## src/rtl/assert_macros.svh

```systemverilog
// assertion helpers
`ifndef ASSERT_MACROS_SVH
`define ASSERT_MACROS_SVH
`ifndef ASSERT_OFF
`define ASSERT_PROP(label, clk, rst_n, prop) \
  label: assert property (@(posedge clk) disable iff (!rst_n) prop) \
    else $error("assertion failed");
`define ASSERT_NEVER(label, clk, rst_n, cond) \
  label: assert property (@(posedge clk) disable iff (!rst_n) !(cond)) \
    else $error("forbidden condition");
`else
`define ASSERT_PROP(label, clk, rst_n, prop)
`define ASSERT_NEVER(label, clk, rst_n, cond)
`endif
`endif

```

## src/rtl/pcagq_pkg.sv

```systemverilog
package pcagq_pkg;

  localparam int unsigned GLYPH_COUNT_DEF     = 10;
  localparam int unsigned MAX_FRAME_WIDTH_DEF = 4096;
  localparam int unsigned MAX_CELL_SIZE_DEF   = 16;

  localparam int unsigned CFG_IDX_W  = 3;
  localparam int unsigned CFG_DATA_W = 13;

  localparam logic [CFG_IDX_W-1:0] REG_FRAME_WIDTH  = 3'd0;
  localparam logic [CFG_IDX_W-1:0] REG_FRAME_HEIGHT = 3'd1;
  localparam logic [CFG_IDX_W-1:0] REG_CELL_WIDTH   = 3'd2;
  localparam logic [CFG_IDX_W-1:0] REG_CELL_HEIGHT  = 3'd3;
  localparam logic [CFG_IDX_W-1:0] REG_COLOR_MODE   = 3'd4;

  localparam logic [12:0] FRAME_WIDTH_RST  = 13'd640;
  localparam logic [12:0] FRAME_HEIGHT_RST = 13'd480;
  localparam logic [4:0]  CELL_WIDTH_RST   = 5'd8;
  localparam logic [4:0]  CELL_HEIGHT_RST  = 5'd16;

  localparam logic [15:0] LUM_R = 16'd19595;
  localparam logic [15:0] LUM_G = 16'd38470;
  localparam logic [15:0] LUM_B = 16'd7471;
  localparam logic [31:0] GLYPH_HALF = 32'd8355840;
  localparam logic [31:0] GLYPH_DEN  = 32'd16711680;

  localparam int unsigned IN_DATA_W  = 24;
  localparam int unsigned OUT_DATA_W = 80;

  typedef enum logic [2:0] {
    ST_IDLE,
    ST_ACC,
    ST_DIV,
    ST_LUM,
    ST_SCL,
    ST_QDIV,
    ST_OUT
  } state_e;

  typedef struct packed {
    logic capture;
    logic acc;
    logic div_step;
    logic lum;
    logic scale;
    logic qdiv_step;
    logic load_out;
  } cmd_t;

  typedef struct packed {
    logic emit;
    logic div_done;
    logic qdiv_done;
    logic out_space;
  } sts_t;

endpackage

```

## src/rtl/pcagq_ctrl.sv

```systemverilog
`include "assert_macros.svh"

module pcagq_ctrl (
  input  logic            clk_i,
  input  logic            rst_ni,
  input  logic            in_valid_i,
  output logic            in_ready_o,
  input  pcagq_pkg::sts_t sts_i,
  output pcagq_pkg::cmd_t cmd_o
);

  pcagq_pkg::state_e state_q, state_d;

  always_ff @(posedge clk_i or negedge rst_ni) begin
    if (!rst_ni) begin
      state_q <= pcagq_pkg::ST_IDLE;
    end else begin
      state_q <= state_d;
    end
  end

  always_comb begin
    state_d    = state_q;
    cmd_o      = '0;
    in_ready_o = 1'b0;
    case (state_q)
      pcagq_pkg::ST_IDLE: begin
        in_ready_o = 1'b1;
        if (in_valid_i) begin
          cmd_o.capture = 1'b1;
          state_d       = pcagq_pkg::ST_ACC;
        end
      end
      pcagq_pkg::ST_ACC: begin
        cmd_o.acc = 1'b1;
        state_d   = sts_i.emit ? pcagq_pkg::ST_DIV : pcagq_pkg::ST_IDLE;
      end
      pcagq_pkg::ST_DIV: begin
        cmd_o.div_step = 1'b1;
        if (sts_i.div_done) begin
          state_d = pcagq_pkg::ST_LUM;
        end
      end
      pcagq_pkg::ST_LUM: begin
        cmd_o.lum = 1'b1;
        state_d   = pcagq_pkg::ST_SCL;
      end
      pcagq_pkg::ST_SCL: begin
        cmd_o.scale = 1'b1;
        state_d     = pcagq_pkg::ST_QDIV;
      end
      pcagq_pkg::ST_QDIV: begin
        cmd_o.qdiv_step = 1'b1;
        if (sts_i.qdiv_done) begin
          state_d = pcagq_pkg::ST_OUT;
        end
      end
      pcagq_pkg::ST_OUT: begin
        if (sts_i.out_space) begin
          cmd_o.load_out = 1'b1;
          state_d        = pcagq_pkg::ST_IDLE;
        end
      end
      default: begin
        state_d = pcagq_pkg::ST_IDLE;
      end
    endcase
  end

  `ASSERT_PROP(a_accept_goes_acc, clk_i, rst_ni,
               (state_q == pcagq_pkg::ST_IDLE && in_valid_i) |=> (state_q == pcagq_pkg::ST_ACC))
  `ASSERT_PROP(a_div_done_goes_lum, clk_i, rst_ni,
               (state_q == pcagq_pkg::ST_DIV && sts_i.div_done) |=> (state_q == pcagq_pkg::ST_LUM))
  `ASSERT_NEVER(a_load_without_space, clk_i, rst_ni, cmd_o.load_out && !sts_i.out_space)

endmodule

```

## config.mk

```make
export PLATFORM = sky130hd
export DESIGN_NAME = pcagq_ctrl
export DESIGN_NICKNAME = d
export VERILOG_FILES = /design/src/rtl/pcagq_pkg.sv /design/src/rtl/pcagq_ctrl.sv
export VERILOG_INCLUDE_DIRS = /design/src /design/src/rtl
export SDC_FILE = /design/constraint.sdc
export NUM_CORES = 1
export LEC_CHECK = 0
export BUFFER_PORTS_ARGS = -buffer_cell sky130_fd_sc_hd__buf_2
export CAP_MARGIN = 30
export CORE_AREA = 2 2 39 41
export CTS_CLUSTER_SIZE = 20
export DETAILED_ROUTE_END_ITERATION = 6
export DIE_AREA = 0 0 41 43
export PLACE_DENSITY = 0.41
export SLEW_MARGIN = 20
export SYNTH_ARGS = -nofsm -noshare
export SYNTH_HDL_FRONTEND = slang
export SYNTH_SLANG_ARGS = --single-unit
```

## constraint.sdc

```tcl
create_clock -name clk_i -period 1.1 [get_ports clk_i]
set_input_delay 0.22 -clock clk_i [delete_from_list [all_inputs] [get_ports clk_i]]
set_output_delay 0.22 -clock clk_i [all_outputs]
set_load 0.05 [all_outputs]
```

[After elaboration in Yosys (flattened, before gate mapping)]
Index checks and enable logic that the tools add are counted.
W data, S select, Z words.
Storage, ports and cells
  register bits after elaboration: 3
  bits of input ports: 7
  output and inout port bits: 8
  word-level logic and storage cells: 29
Operators by class
  eq/ne operators: 10
  mux-type cells: 16
  reductions and logical operators: 2
Operator list (number)
  $pmux W3 S7: 1
  $mux W3: 4
  $mux W1: 10
  $eq A3 B3 Y1 const B: 3
  $ne A2 B2 Y1 const B: 4
  $eq A3 B2 Y1 const B: 2
  $reduce_and A4 Y1: 1
  $eq A3 B1 Y1 const B: 1
  $logic_not A3 Y1: 1
  $mux W2: 1

[Logic depth before layout (Yosys ltp)]
  depth in word-level cells: 3
  depth in mapped cells: 3
  gate-level depth less buffers: 2

[Worst setup path after synthesis]
No wires, ideal clock.
  path kind: flip-flop to output port
  start: register state_q[1]
  end: output cmd_o[6] (netlist bit)
  arrival: 2177 ps
  data required time: 880 ps
  path slack: -1297 ps
  cell stages (with the launch flop): 4
  path buffers: 1
  path through: dfrtp_1 -> buf_2 -> nor3_1 -> and2_1
RTL lines
  start: declaration: line pcagq_ctrl.sv:12  | pcagq_pkg::state_e state_q, state_d;
  start signal: assignment: line pcagq_ctrl.sv:16  | state_q <= pcagq_pkg::ST_IDLE;
  start signal: assignment: line pcagq_ctrl.sv:18  | state_q <= state_d;
  end: declaration: line pcagq_ctrl.sv:9  | output pcagq_pkg::cmd_t cmd_o

==> metrics.cfg <==
[status]
status = complete, but fails checks
violations = negative setup slack

[layout]
syn_to_final_growth_pct = 148.9
final_layout_size_suffix_gt1_share_pct = 78.18
num_antenna_cells = 0
largest_register_ffs = 3
nNetsFinal = 63
top_register = state_q
largest_registers = state_q x3

[routing]
drt_pass1_iterations = 3
wl_per_cell_um = 11.17
antenna_left = 0
via_per_inst = 4.141
routed_wl_um = 793
via_count = 294
remaining_drc_errors = 0
drtIter0Drc = 4

[logic_synthesis]
yosysTopAreaCellShare_pct = 32.97
synth-simple-area-share_pct = 41.76
async_flop_share_pct = 100.0
yosys.area.top_type = dfrtp_1
yosys-top-cells-area = dfrtp_1 33%, nor3b_1 6.6%, and2_1 5.5%
synth_top_family_by_area = simple AND/OR/NAND/NOR gates
yosysUniqueCellTypes = 18
synth_xor_area_share_pct = 0
syn_nets = 33
netlist_instances = 26
synth_seq_cells = 3
synth_common_cells = 3 x dfrtp_1, 3 x nor2_1
synth_edf_count = 0
synthMuxAreaShare_pct = 4.396
synth_adder_area_share_pct = 0
ys_warn_count = 0
seq_area_frac_synth_pct = 32.97
synth_compound_area_share_pct = 12.09
postSynthAreaPerCell_sq_um = 8.758
synth-main-ff-cell = dfrtp_1
synth_area_sq_um = 227.7

[global_route]
grt_pass1_wl_mm = 1.373
first_global_vias = 323
antenna_found_initial = 0
grt_util_all_layers_pct = 11.98
grt_max_degree = 9
grt-ovfl-total = 0

[floorplan]
fp.coreArea_sq_mm = 0.001384
initial_core_util_pct = 16.46
die_w_um = 41
rows = 14
die_area_sq_mm = 0.001763
fp.dieH_um = 43
io_pins = 15

[setup_path]
r2r_slack_ps = -260
critPathCapture = cmd_o[2]
path_max_fanout = 6
r2r-start = state_q[2]
worst_setup_path_end_kind = primary output
critical_path_class = flip-flop to primary output
worst_setup_path_start_kind = flip-flop
worst_r2r_path_depth = 4
rr_endpoint = state_q[0]
crit_start = state_q[0]
crit_arrival_ps = 1190
cp.required_ps = 880

[power]
p_leak_nw = 0.2723
powerDensity_mw_per_mm2 = 3403
vdd_drop_max_mv = 1.267

[timing]
fin_ws_ps = -310.4
drv_slew = 0
hold_slack_ps = 293.3
rsz0062_at_grt = yes
fmax_ghz = 0.7090
period_needed_ps = 1410
fin_crit_sh_pct = 128.2
worst_pin_slew_ps = 237.2
slew_headroom_pct = 84.19
hold_violations = 0
finClkSkew_ps = 1.221
setup_viol = 9

[clock_tree]
tritoncts = built
clkTransAtPathRegs_ps = 40
cts_max_level = 1
cts_buffer_depth = 2
clockRootBuffer = clkbuf_4
cts_buffers = 3
cts.sinks = 3
clk_latency_ps = 230

[min_path]
hold_path.class = input port to flip-flop

[placement]
pre_cts_ws_ps = -216.8
hpwlAfterDp_um = 490.6
place.gp.congestion = 0.6593
port_buffers = 14

[job]
drv_cap = 0

-- layout by cell type, fill, tap and decap left out, drive strengths merged, types with 2 or more instances in the layout --
master / count
dfrtp: 3
nor3: 2
nor2: 3
nor3b: 2
clkbuf: 4
and2: 2
buf: 26
nand2b: 2
-- cell families after synthesis --
family                 after synthesis
multiplexers                         1
buffers and inverters                3
flip-flops                           3
AND/OR/NAND/NOR                     15
AO/OA/AOI/OAI                        4
-- worst min-delay path by stage --
stage	cells past startpoint	to	slack [ps]	from
after global routing	2	state_q[1]	340	rst_ni
after global placement	1	state_q[2]	20	rst_ni
after CTS	3	state_q[1]	300	sts_i[3]
final	3	state_q[1]	290	sts_i[3]
after floorplan	0	state_q[0]	-80	rst_ni
after detailed placement	1	state_q[2]	20	rst_ni
-- critical path: stages, from the launching register on --
cell and delay [ps]:
dfrtp_2 440, buf_4 160, nor3_4 170, buf_6 180
-- final cells by class --
cell class / count / area, sq um
multi-input combinational: 20 / 201.4
timing repair buffer: 27 / 236.5
clock buffer: 4 / 26.28
fill: 151 / 817.0
sequential: 3 / 78.83
inverter: 1 / 3.754
tap: 16 / 20.02
-- metrics by stage --
step           TNS, ps  std cells  power, mW  util (%)  instance area [sq um]
2_1_floorplan    -1411         26      1.064         -                  284.0
3_3_place_gp     -1629         59      1.260     28.12                  389.1
3_5_place_dp     -1606         59      1.261     28.12                  389.1
4_1_cts          -2594         70      1.886     39.96                  553.0
5_1_grt          -2782         71      2.052     40.96                  566.8
6_report         -2405         71      1.929     40.96                  566.8
-- layer usage --
metal / up-vias / track usage, % / routed length [um]
met5: - / 0 / 0
met1: 136 / 14.29 / 326
met2: 11 / 17.50 / 418
met3: 0 / 3.665 / 48
met4: 0 / 8.000 / 0
li1: 147 / - / -
-- report_power, final --
part           switching (mW)  internal (mW)
combinational           0.714          0.712
clock                  0.0570          0.136
sequential              0.138          0.172
-- what timing repair did --
| item | CTS | global route |
|---|---|---|
| hold buffers | 1 | 0 |
| endpoints found under the hold margin | 3 | 0 |
| gates cloned | 0 | 0 |
| setup buffers | 6 | 2 |
| pin swaps | 4 | 3 |
| resized for setup | 30 | 2 |
| setup endpoints to repair | 10 | 11 |
Power figures use the tool's default switching activity.
